==> config.mk <==
export PLATFORM = sky130hd
export DESIGN_NAME = word_parallel_byte_search
export DESIGN_NICKNAME = d
export VERILOG_FILES = /design/src/wpbs_pkg.sv /design/src/wpbs_cfg_regs.sv /design/src/wpbs_lane_match.sv /design/src/wpbs_seq.sv /design/src/word_parallel_byte_search.sv
export VERILOG_INCLUDE_DIRS = /design/src /design/src/src
export SDC_FILE = /design/constraint.sdc
export NUM_CORES = 1
export LEC_CHECK = 0
export BUFFER_PORTS_ARGS = -buffer_cell sky130_fd_sc_hd__buf_2
export CAP_MARGIN = 20
export CORE_ASPECT_RATIO = 1.4
export CORE_MARGIN = 2
export CORE_UTILIZATION = 65
export CTS_CLUSTER_DIAMETER = 60
export DETAILED_ROUTE_END_ITERATION = 6
export GPL_TIMING_DRIVEN = 1
export PLACE_DENSITY = 0.91
export SLEW_MARGIN = 25
export SYNTH_ARGS = -nofsm -noshare
export SYNTH_HDL_FRONTEND = slang
export SYNTH_SLANG_ARGS = --single-unit
export TNS_END_PERCENT = 20
==> constraint.sdc <==
create_clock -name clk -period 24.3 [get_ports clk]
set_clock_uncertainty 0.15 [all_clocks]
set_input_delay 2.43 -clock clk [delete_from_list [all_inputs] [get_ports clk]]
set_output_delay 2.43 -clock clk [all_outputs]
set_load 0.03 [all_outputs]
==> src/word_parallel_byte_search_assert.svh <==
// ---------------------------------------------------------------------------
// Word-parallel byte search assertion macros
// Shorthand for the clocked checks at the end of the top level.
// ---------------------------------------------------------------------------
`ifndef WORD_PARALLEL_BYTE_SEARCH_ASSERT_SVH
`define WORD_PARALLEL_BYTE_SEARCH_ASSERT_SVH

// Same-cycle implication, checked out of reset.
`define WPBS_ASSERT_NOW(lbl, ante, cons, msg) \
    lbl: assert property (@(posedge clk) disable iff (!rst_n) (ante) |-> (cons)) else $error(msg);

// Next-cycle implication, checked out of reset.
`define WPBS_ASSERT_NEXT(lbl, ante, cons, msg) \
    lbl: assert property (@(posedge clk) disable iff (!rst_n) (ante) |=> (cons)) else $error(msg);

`endif

==> src/wpbs_pkg.sv <==
// ---------------------------------------------------------------------------
// Word-parallel byte search package
// Beat types, configuration types, register indexes and status codes.
// ---------------------------------------------------------------------------
package wpbs_pkg;

    localparam int DATA_W          = 64;
    localparam int DATA_LANES      = DATA_W / 8;
    localparam int OFFSET_W        = 32;
    localparam int RANGE_W         = 32;
    localparam int START_W         = 3;
    localparam int CFG_INDEX_W     = 2;
    localparam int CFG_DATA_W      = 32;
    localparam int DEF_LENGTH_BITS = 32;
    localparam int DEF_WORD_BYTES  = 8;

    // Status codes of a result beat.
    localparam logic [1:0] ST_SEARCHING = 2'd0;
    localparam logic [1:0] ST_FOUND     = 2'd1;
    localparam logic [1:0] ST_NOT_FOUND = 2'd2;
    localparam logic [1:0] ST_IGNORED   = 2'd3;

    // Configuration register indexes.
    localparam logic [CFG_INDEX_W-1:0] REG_SEARCH_BYTE  = 2'd0;
    localparam logic [CFG_INDEX_W-1:0] REG_START_OFFSET = 2'd1;
    localparam logic [CFG_INDEX_W-1:0] REG_RANGE_LENGTH = 2'd2;
    localparam logic [CFG_INDEX_W-1:0] REG_BIG_ENDIAN   = 2'd3;

    typedef struct packed {
        logic [DATA_W-1:0] data_word;
        logic              first_word;
    } in_beat_t;

    typedef struct packed {
        logic [1:0]          status;
        logic [OFFSET_W-1:0] match_offset;
    } out_beat_t;

    typedef struct packed {
        logic [7:0]         search_byte;
        logic [START_W-1:0] start_offset;
        logic [RANGE_W-1:0] range_length;
        logic               big_endian_lanes;
    } cfg_t;

endpackage

==> src/wpbs_cfg_regs.sv <==
// ---------------------------------------------------------------------------
// Word-parallel byte search configuration registers
// Holds the four search settings written through the configuration port.
// ---------------------------------------------------------------------------
module wpbs_cfg_regs
    import wpbs_pkg::*;
(
    input  logic                   clk,
    input  logic                   rst_n,
    input  logic                   wr_en,
    input  logic [CFG_INDEX_W-1:0] wr_index,
    input  logic [CFG_DATA_W-1:0]  wr_data,
    output cfg_t                   cfg
);

    cfg_t cfg_reg;
    cfg_t cfg_next;

    always_comb
    begin
        cfg_next = cfg_reg;
        if (wr_en)
        begin
            unique case (wr_index)
                REG_SEARCH_BYTE:  cfg_next.search_byte      = wr_data[7:0];
                REG_START_OFFSET: cfg_next.start_offset     = wr_data[START_W-1:0];
                REG_RANGE_LENGTH: cfg_next.range_length     = wr_data[RANGE_W-1:0];
                REG_BIG_ENDIAN:   cfg_next.big_endian_lanes = wr_data[0];
                default:          cfg_next = cfg_reg;
            endcase
        end
    end

    always_ff @(posedge clk or negedge rst_n)
    begin
        if (!rst_n)
        begin
            cfg_reg <= '0;
        end
        else
        begin
            cfg_reg <= cfg_next;
        end
    end

    assign cfg = cfg_reg;

endmodule

==> src/wpbs_lane_match.sv <==
// ---------------------------------------------------------------------------
// Word-parallel byte search lane matcher
// Compares every byte lane of a word, masks lanes outside the range and
// picks the lowest-addressed match.
// ---------------------------------------------------------------------------
module wpbs_lane_match
    import wpbs_pkg::*;
#(
    parameter int LENGTH_BITS = DEF_LENGTH_BITS,
    parameter int WORD_BYTES  = DEF_WORD_BYTES
)
(
    input  logic [DATA_W-1:0]                  data_word,
    input  logic [7:0]                         search_byte,
    input  logic                               big_endian_lanes,
    input  logic [$clog2(WORD_BYTES)-1:0]      lo,
    input  logic [LENGTH_BITS-1:0]             bytes_left,
    output logic                               hit,
    output logic [$clog2(WORD_BYTES)-1:0]      hit_j
);

    localparam int LANE_W = $clog2(WORD_BYTES);
    localparam int TAKE_W = $clog2(WORD_BYTES + 1);

    logic [7:0]            byte_le [WORD_BYTES];
    logic [7:0]            byte_be [WORD_BYTES];
    logic [WORD_BYTES-1:0] match;
    logic [LANE_W-1:0]     hit_addr;

    // Address a sits in lane a or lane WORD_BYTES-1-a; lanes past the data
    // word read as zero.
    for (genvar a = 0; a < WORD_BYTES; a++)
    begin : g_lane
        localparam int LE = a;
        localparam int BE = WORD_BYTES - 1 - a;
        if (LE < DATA_LANES)
        begin : g_le
            assign byte_le[a] = data_word[8*LE +: 8];
        end
        else
        begin : g_le_zero
            assign byte_le[a] = 8'd0;
        end
        if (BE < DATA_LANES)
        begin : g_be
            assign byte_be[a] = data_word[8*BE +: 8];
        end
        else
        begin : g_be_zero
            assign byte_be[a] = 8'd0;
        end
    end

    always_comb
    begin
        logic [TAKE_W-1:0] diff;
        logic [7:0]        lane_byte;
        for (int a = 0; a < WORD_BYTES; a++)
        begin
            diff      = TAKE_W'(a) - TAKE_W'(lo);
            lane_byte = big_endian_lanes ? byte_be[a] : byte_le[a];
            match[a]  = (TAKE_W'(a) >= TAKE_W'(lo))
                     && (LENGTH_BITS'(diff) < bytes_left)
                     && (lane_byte == search_byte);
        end
    end

    always_comb
    begin
        hit      = 1'b0;
        hit_addr = '0;
        for (int a = WORD_BYTES - 1; a >= 0; a--)
        begin
            if (match[a])
            begin
                hit      = 1'b1;
                hit_addr = LANE_W'(a);
            end
        end
    end

    assign hit_j = hit_addr - lo;

endmodule

==> src/wpbs_seq.sv <==
// ---------------------------------------------------------------------------
// Word-parallel byte search sequencing
// Keeps the running search state and forms the result of each word.
// ---------------------------------------------------------------------------
module wpbs_seq
    import wpbs_pkg::*;
#(
    parameter int LENGTH_BITS = DEF_LENGTH_BITS,
    parameter int WORD_BYTES  = DEF_WORD_BYTES
)
(
    input  logic      clk,
    input  logic      rst_n,
    input  logic      fire,
    input  in_beat_t  beat,
    input  cfg_t      cfg,
    output out_beat_t result,
    output logic      search_active
);

    localparam int LANE_W    = $clog2(WORD_BYTES);
    localparam int TAKE_W    = $clog2(WORD_BYTES + 1);
    localparam int POS_W     = LENGTH_BITS + 1;
    localparam int OFS_EXT_W = (POS_W > OFFSET_W) ? POS_W : OFFSET_W;
    localparam int RL_EXT_W  = (LENGTH_BITS > RANGE_W) ? LENGTH_BITS : RANGE_W;
    localparam int SO_W      = (TAKE_W > START_W) ? TAKE_W : START_W;

    logic [LENGTH_BITS-1:0] bytes_left_reg, bytes_left_next;
    logic [POS_W-1:0]       word_position_reg, word_position_next;
    logic                   search_active_reg, search_active_next;

    logic [SO_W-1:0]        so_ext;
    logic [LANE_W-1:0]      lo_first, lo;
    logic [RL_EXT_W-1:0]    rl_ext;
    logic [LENGTH_BITS-1:0] bl, bl_after;
    logic [POS_W-1:0]       base, pos_hit;
    logic [OFS_EXT_W-1:0]   ofs_ext;
    logic [TAKE_W-1:0]      avail, take;
    logic                   active, hit;
    logic [LANE_W-1:0]      hit_j;

    // The start offset is below twice the word size, so one subtract
    // reduces it modulo the word size.
    assign so_ext   = SO_W'(cfg.start_offset);
    assign lo_first = LANE_W'((so_ext >= SO_W'(WORD_BYTES)) ? so_ext - SO_W'(WORD_BYTES)
                                                            : so_ext);
    assign rl_ext   = RL_EXT_W'(cfg.range_length);

    assign active = beat.first_word || search_active_reg;
    assign lo     = beat.first_word ? lo_first : '0;
    assign bl     = beat.first_word ? rl_ext[LENGTH_BITS-1:0] : bytes_left_reg;
    assign base   = beat.first_word ? '0 : word_position_reg;

    assign avail    = TAKE_W'(WORD_BYTES) - TAKE_W'(lo);
    assign take     = (bl < LENGTH_BITS'(avail)) ? TAKE_W'(bl) : avail;
    assign bl_after = bl - LENGTH_BITS'(take);

    wpbs_lane_match #(
        .LENGTH_BITS (LENGTH_BITS),
        .WORD_BYTES  (WORD_BYTES)
    ) u_lane_match (
        .data_word        (beat.data_word),
        .search_byte      (cfg.search_byte),
        .big_endian_lanes (cfg.big_endian_lanes),
        .lo               (lo),
        .bytes_left       (bl),
        .hit              (hit),
        .hit_j            (hit_j)
    );

    assign pos_hit = base + POS_W'(hit_j);
    assign ofs_ext = OFS_EXT_W'(pos_hit);

    always_comb
    begin
        result.status       = ST_SEARCHING;
        result.match_offset = '0;
        search_active_next  = search_active_reg;
        bytes_left_next     = bytes_left_reg;
        word_position_next  = word_position_reg;
        if (!active)
        begin
            result.status = ST_IGNORED;
        end
        else if (hit)
        begin
            result.status       = ST_FOUND;
            result.match_offset = ofs_ext[OFFSET_W-1:0];
            search_active_next  = 1'b0;
            bytes_left_next     = bl;
        end
        else if (bl_after == '0)
        begin
            result.status      = ST_NOT_FOUND;
            search_active_next = 1'b0;
            bytes_left_next    = '0;
        end
        else
        begin
            search_active_next = 1'b1;
            bytes_left_next    = bl_after;
            word_position_next = base + POS_W'(take);
        end
    end

    always_ff @(posedge clk or negedge rst_n)
    begin
        if (!rst_n)
        begin
            bytes_left_reg    <= '0;
            word_position_reg <= '0;
            search_active_reg <= 1'b0;
        end
        else if (fire)
        begin
            bytes_left_reg    <= bytes_left_next;
            word_position_reg <= word_position_next;
            search_active_reg <= search_active_next;
        end
    end

    assign search_active = search_active_reg;

endmodule

==> src/word_parallel_byte_search.sv <==
// ---------------------------------------------------------------------------
// Word-parallel byte search
// Finds the first byte equal to a set value in a byte range that streams in
// as aligned words, one result beat per word.
// ---------------------------------------------------------------------------
// The block takes one aligned memory word per beat and returns one result
// beat per word, in order: searching, found (with the byte offset of the
// match from the range start), not found (at the word holding the last byte
// of the range), or ignored once the search has ended. A word flagged as
// first word starts a new search at the configured start offset. It accepts
// one word every clock cycle while the result register is not held up, and
// each result is presented from the result register: the word waits in the
// input register while the lane compare, range mask, priority encoder and
// state update run, and the result register takes the outcome when the
// word moves on. That state loop, which carries the bytes left and the
// running position from one word to the next, sets the rate. The
// configuration port is always ready; settings should be changed only while
// no word is in flight. The input register stays free to take a new beat
// whenever the result register is emptying or empty.
// ---------------------------------------------------------------------------
module word_parallel_byte_search
    import wpbs_pkg::*;
#(
    parameter int LENGTH_BITS = DEF_LENGTH_BITS,
    parameter int WORD_BYTES  = DEF_WORD_BYTES
)
(
    input  logic                   clk,
    input  logic                   rst_n,
    input  logic                   in_valid,
    output logic                   in_ready,
    input  in_beat_t               in_data,
    output logic                   out_valid,
    input  logic                   out_ready,
    output out_beat_t              out_data,
    input  logic                   cfg_valid,
    output logic                   cfg_ready,
    input  logic [CFG_INDEX_W-1:0] cfg_index,
    input  logic [CFG_DATA_W-1:0]  cfg_data
);

`include "word_parallel_byte_search_assert.svh"

    cfg_t      cfg;
    logic      s1_valid_reg, s1_valid_next;
    in_beat_t  s1_beat_reg;
    logic      out_valid_reg, out_valid_next;
    out_beat_t out_beat_reg;
    out_beat_t result;
    logic      s1_fire;
    logic      search_active;

    // Settings registers; writes are taken in every cycle.
    assign cfg_ready = 1'b1;

    wpbs_cfg_regs u_cfg_regs (
        .clk      (clk),
        .rst_n    (rst_n),
        .wr_en    (cfg_valid && cfg_ready),
        .wr_index (cfg_index),
        .wr_data  (cfg_data),
        .cfg      (cfg)
    );

    // The word in the input register moves on when the result register is
    // empty or hands its beat over in the same cycle.
    assign s1_fire  = s1_valid_reg && (!out_valid_reg || out_ready);
    assign in_ready = !s1_valid_reg || s1_fire;

    assign s1_valid_next  = (in_valid && in_ready) || (s1_valid_reg && !s1_fire);
    assign out_valid_next = s1_fire || (out_valid_reg && !out_ready);

    always_ff @(posedge clk or negedge rst_n)
    begin
        if (!rst_n)
        begin
            s1_valid_reg  <= 1'b0;
            out_valid_reg <= 1'b0;
        end
        else
        begin
            s1_valid_reg  <= s1_valid_next;
            out_valid_reg <= out_valid_next;
        end
    end

    // Payload registers need no reset.
    always_ff @(posedge clk)
    begin
        if (in_valid && in_ready)
        begin
            s1_beat_reg <= in_data;
        end
        if (s1_fire)
        begin
            out_beat_reg <= result;
        end
    end

    wpbs_seq #(
        .LENGTH_BITS (LENGTH_BITS),
        .WORD_BYTES  (WORD_BYTES)
    ) u_seq (
        .clk           (clk),
        .rst_n         (rst_n),
        .fire          (s1_fire),
        .beat          (s1_beat_reg),
        .cfg           (cfg),
        .result        (result),
        .search_active (search_active)
    );

    assign out_valid = out_valid_reg;
    assign out_data  = out_beat_reg;

    // A word leaving the input register always lands in the result register.
    `WPBS_ASSERT_NEXT(a_fire_lands, s1_fire, out_valid, "word lost between stages")

    // Only a found result carries an offset.
    `WPBS_ASSERT_NOW(a_offset_only_found, out_valid && (out_data.status != ST_FOUND),
                     out_data.match_offset == '0, "offset on a result that is not found")

    // A search that finishes leaves no search running.
    `WPBS_ASSERT_NEXT(a_end_clears, s1_fire && ((result.status == ST_FOUND)
                      || (result.status == ST_NOT_FOUND)), !search_active,
                      "search still active after it ended")

endmodule

* Word level (Yosys, flattened, before mapping)
Index checks and enable logic that the tools add are counted.
Cells by class: order comparisons 17, $add $sub $neg 14, equal/unequal tests 11, reductions and logical operators 38, multiplexer cells 35, bitwise logic cells 3
Operators by type and width (number):
- less-than comparator 4 x 32 -> 1 bit | 8
- 2-to-1 mux 32 bit | 3
- == test 8 bit | 8
- 2-to-1 mux 8 bit | 8
- adder 33 x 4 -> 33 bit | 1
- 2-to-1 mux 33 bit | 1
- adder 32 x 3 -> 32 bit | 1
- logical NOT 32 bit | 1
- less-than comparator 32 x 4 -> 1 bit | 1
- subtractor 32 x 4 -> 32 bit | 1
- 2-to-1 mux 3 bit | 10
- logical AND 1 bit | 19
- subtractor 3 x 3 -> 4 bit (first input constant) | 4
- AND reduction 2 bit | 6
- 2-to-1 mux 1 bit | 10
- >= comparator 3 bit (first input constant) | 3
- subtractor 1 x 3 -> 4 bit (first input constant) | 2
- subtractor 2 x 3 -> 4 bit (first input constant) | 2
- >= comparator 1 x 3 -> 1 bit (first input constant) | 2
- >= comparator 2 x 3 -> 1 bit (first input constant) | 2
- logical OR 1 bit | 5
- == test 2 bit (second input constant) | 2
- >= comparator 3 x 4 -> 1 bit (second input constant) | 1
- logical NOT 1 bit | 4
- 10 further kinds | 13
Word-level totals: register bits 211, bits of input ports 104, output and inout bits 37, logic and storage cells 132

* Longest topological paths before layout
depth in word-level cells 16, gate-level depth with buffers 38

* Hierarchy
From an unflattened synthesis, not the netlist that was laid out.
Second synthesis, totals: cell total of the unflattened synthesis 1269, area, all modules 13136.3 sq um
By module, submodules not included:
- wpbs_seq | cells each 783, times used 1, seq. area each 1626.6 sq um, area an instance 6012.0 sq um
- word_parallel_byte_search | cells each 109, times used 1, seq. area each 3022.9 sq um, area an instance 3088.0 sq um
- wpbs_lane_match | cells each 282, times used 1, seq. area each 0.0 sq um, area an instance 2354.8 sq um
- wpbs_cfg_regs | cells each 95, times used 1, seq. area each 1101.1 sq um, area an instance 1681.6 sq um

* Worst setup path before layout
Ideal clock, no wire load.
path type reg-to-reg, start point register s1_beat_reg[0] (netlist name), end point register u_seq.word_position_reg[0], path slack 16.509 ns, stages on the path, launching flop included 34, setup time 0.127 ns, data required time 24.023 ns, path buffers 13, clock period less this slack 7.791 ns, arrival time 7.514 ns, cell sequence edfxtp_1 -> buf_6 -> buf_2 -> buf_4 -> buf_2 -> buf_2 -> buf_2 -> buf_2 -> buf_1 -> clkbuf_1 -> clkbuf_1 -> nand2_1 -> ha_1 -> ha_1 -> ha_1 -> a21oi_1 -> nor2_1 -> or3_1 -> clkbuf_1 -> o21ai_0 -> ha_1 -> inv_1 -> fa_1 -> a21o_1 -> a221o_1 -> or4_1 -> buf_2 -> or3_1 -> a22oi_1 -> nand4_1 -> or4_1 -> buf_2 -> nand2_8 -> mux2_1
On the way: longest elaborated chain between the ends 14, elaborated cells between the ends (all ways) 59, classes of those cells 11 x add/sub; 16 x order compare; 12 x mux; 2 x bitwise; 18 x reduce/logical
Ends and longest elaborated chain:
- start, declared | line word_parallel_byte_search.sv:46 | in_beat_t s1_beat_reg;
- start signal, assigned | line word_parallel_byte_search.sv:92 | s1_beat_reg <= in_data;
- branches (longest 14 deep; another with less-than comparator 32 x 4 -> 1 bit)
- end signal, assigned | line wpbs_seq.sv:117 | word_position_reg <= word_position_next;
- end, declared | line wpbs_seq.sv:29 | logic [POS_W-1:0] word_position_reg, word_position_next;
Several ways; the timed one is not identified. A chain may end at the register's enable or synchronous reset.

* Worst setup path after layout
Ends and elaborated chain as after synthesis.

==> impl_metrics.py <==
metrics = {
    "outcome": {
        "status": "complete, but fails checks",
        "violations": "design-rule violations",
    },
    "critical_path": {
        "rrSetupSlack_ns": 16.73,
        "critical_path.cell_chain": "buf_12, nor3b_1, o22ai_1, nor4_1, nand2_1, or3_1, o21ai_0, ha_1, inv_1, fa_1, a21o_1, a221o_1, or4_1, or3_1, a22oi_1, nand4_1, or4_1, nand2_8, mux2_1",
        "critPathCaptureType": "flop",
        "path_max_fanout": 206,
        "worstPathArrival_ns": 7.83,
        "timing.rr.end": "u_seq.word_position_reg[0]$_DFFE_PN0P_",
        "cp.required_ns": 24.55,
        "crit_slowest_cell": "nor4_1",
        "slowest_delay_ns": 0.66,
        "crit_path_start_kind": "flop",
        "crit_type": "reg -> reg",
        "r2r_cells": 19,
        "r2r_start": "s1_beat_reg[0]$_DFFE_PP_",
    },
    "cts": {
        "htreeDepth": 1,
        "cts_buffer_depth": 3,
        "worstSkewPairLatency_ns": 0.52,
        "cts_buffers": 22,
        "cts_setup_buffers": 0,
        "clock_sinks": 210,
        "clkTransAtPathRegs_ns": 0.06,
        "ctsHoldBuffers": 0,
        "cts_tree": "built",
        "cts_root_buf": "clkbuf_16",
        "cts_resized": 0,
    },
    "detailed_routing": {
        "finalWirelength_um": 35320,
        "vias": 11480,
        "dr.pass1.iters": 7,
        "drc": 2,
        "wire_per_inst_um": 20.35,
        "avgViaCountPerCell": 6.611,
        "drtIter0Drc": 1386,
        "drtAntennaViolNets": 0,
    },
    "power": {
        "power_density_nw_per_um2": 87.35,
        "p_leak_nw": 6.185,
        "peakVddDrop_mv": 0.08010,
    },
    "layout": {
        "largest_reg_flops": 65,
        "drive_gt1_frac": 0.1865,
        "nNetsFinal": 1612,
        "final_cell_mix": "buf_2 (138), dfrtp_1 (110), nand2_1 (104)",
        "final_common_cell": "buf_2",
        "syn2layout_area_growth_pct": 11.14,
        "final_area_um2": 15260,
        "diodes": 0,
    },
    "grt": {
        "antenna_found_initial": 0,
        "overflow": 0,
        "grt_pass1_wl_um": 56500,
        "grt_pass1_vias": 11590,
        "grt.total_usage": 0.3121,
        "grt_max_degree": 207,
    },
    "hold_path": {
        "hold_path_end": "u_seq.word_position_reg[1]$_DFFE_PN0P_",
        "whs_path_depth": 1,
        "hold_start": "u_seq.word_position_reg[1]$_DFFE_PN0P_",
        "min_path_type": "reg -> reg",
    },
    "logic_synthesis": {
        "post_synth.cell_area_avg_um2": 10.09,
        "mappedNetlistArea_um2": 13730,
        "syn-instance-count": 1361,
        "synth_top_family_by_area": "simple AND/OR/NAND/NOR gates",
        "synth_compound_area_frac": 0.1088,
        "yosysSeqAreaShare": 0.4187,
        "muxShareOfSynthArea": 0.1142,
        "synthFlopType": "dfrtp_1",
        "synth-simple-area-share": 0.1951,
        "syn-num-nets": 1509,
        "synthArstFlopShare": 0.5286,
        "synth-seq-cells": 210,
        "synth-edff-count": 99,
        "yosysWarnings": 0,
        "synth.distinct_cells": 82,
        "synth-xor-area-share": 0.08673,
        "synthAdderAreaFrac": 0.04227,
    },
    "sta": {
        "worstMarginPinSlew_ns": 1.042,
        "post-route-period-util": 0.3117,
        "period_minus_slack_ns": 7.573,
        "whs_ns": 0.3349,
        "timing.fmax_ghz": 0.1320,
        "grt_setup_unrepaired": "false",
        "fin_setup_tns_ns": 0,
        "slew_headroom": 0.3052,
        "setup_viol": 0,
        "hold_violations": 0,
        "slew_violations": 0,
    },
    "floorplan": {
        "core_region_area_um2": 20630,
        "rows": 62,
        "die_h_um": 176.0,
        "io_pins": 141,
        "start_util": 0.6655,
        "die_x_um": 126.8,
        "dieArea_um2": 22320,
    },
    "run": {
        "maxCapViolations": 0,
    },
    "place": {
        "portBuffers": 139,
        "gp_congestion": 1.002,
        "dpl_cell_area_um2": 14540,
        "dp_hpwl_um": 24430,
    },
}
## layer usage
layer	share of wire	global-route usage	routed length (um)	vias up
met1	0.36	0.3538	12820	5441
met3	0.069	0.04909	2423	220
li1	-	-	-	5169
met2	0.50	0.5468	17750	647
met4	0.066	0.1987	2327	0
met5	0	0	0	-
## critical path: cells and delay by family (launching register included)
family | cells | cell delay (ns)
AO/OA/AOI/OAI | 5 | 1.26
flip-flops | 1 | 0.39
multiplexers | 1 | 0.35
buffers and inverters | 2 | 0.60
adder cells (fa/ha/maj) | 2 | 0.64
AND/OR/NAND/NOR | 9 | 3.95
## metrics by stage
stage / power, mW / util / worst slack (ns) / instances
final: 1.333 / 0.7397 / 16.73 / 1736
after global routing: 1.396 / 0.7397 / 16.23 / 1736
after CTS: 1.323 / 0.7390 / 16.84 / 1736
after detailed placement: 0.9832 / 0.7044 / 16.83 / 1696
after global placement: 0.9557 / 0.7044 / 17.10 / 1696
after floorplan: 0.8620 / - / 16.51 / 1361
## worst max-delay path by stage
stage | start | end | depth (start not counted)
2_1_floorplan | s1_beat_reg[0]$_DFFE_PP_ | u_seq.word_position_reg[0]$_DFFE_PN0P_ | 33
3_3_place_gp | s1_beat_reg[0]$_DFFE_PP_ | u_seq.word_position_reg[1]$_DFFE_PN0P_ | 19
3_5_place_dp | s1_beat_reg[0]$_DFFE_PP_ | u_seq.word_position_reg[0]$_DFFE_PN0P_ | 19
4_1_cts | s1_beat_reg[0]$_DFFE_PP_ | u_seq.word_position_reg[1]$_DFFE_PN0P_ | 19
5_1_grt | s1_beat_reg[0]$_DFFE_PP_ | u_seq.word_position_reg[1]$_DFFE_PN0P_ | 19
6_report | s1_beat_reg[0]$_DFFE_PP_ | u_seq.word_position_reg[0]$_DFFE_PN0P_ | 19
## cell families (layout without fill, tap and decap cells)
family,after synthesis,count (layout)
AND/OR/NAND/NOR,503,503
AO/OA/AOI/OAI,216,216
flip-flops,210,210
multiplexers,150,150
XOR/XNOR,136,136
buffers and inverters,101,220
adder cells (fa/ha/maj),44,44
other,1,1
## power breakdown
part | switching, mW | internal, mW
Combinational | 0.264 | 0.196
Sequential | 0.0930 | 0.444
Clock | 0.144 | 0.193
## synthesized netlist by cell type (all sizes together) (33+ instances only)
master	n	share of area
clkbuf	33	0.0090
nor2	89	0.024
ha	40	0.036
xor2	61	0.039
nor3	58	0.021
buf	42	0.018
nand3	41	0.015
nor2b	38	0.017
nand2	105	0.030
o21ai	69	0.025
edfxtp	99	0.22
a21oi	42	0.015
dfrtp	111	0.20
mux2	51	0.042
mux2i	99	0.072
xnor2	75	0.048
o211ai	36	0.024
## final cells by class
cell class	count	area (um2)
Multi-Input combinational cell	1050	7550
Sequential cell	210	5754
Fill cell	1381	5371
Timing Repair Buffer	154	827.0
Clock buffer	31	629.4
Tap cell	256	320.3
Inverter	26	97.59
Clock inverter	9	85.08
(Power assumes the default switching activity.)
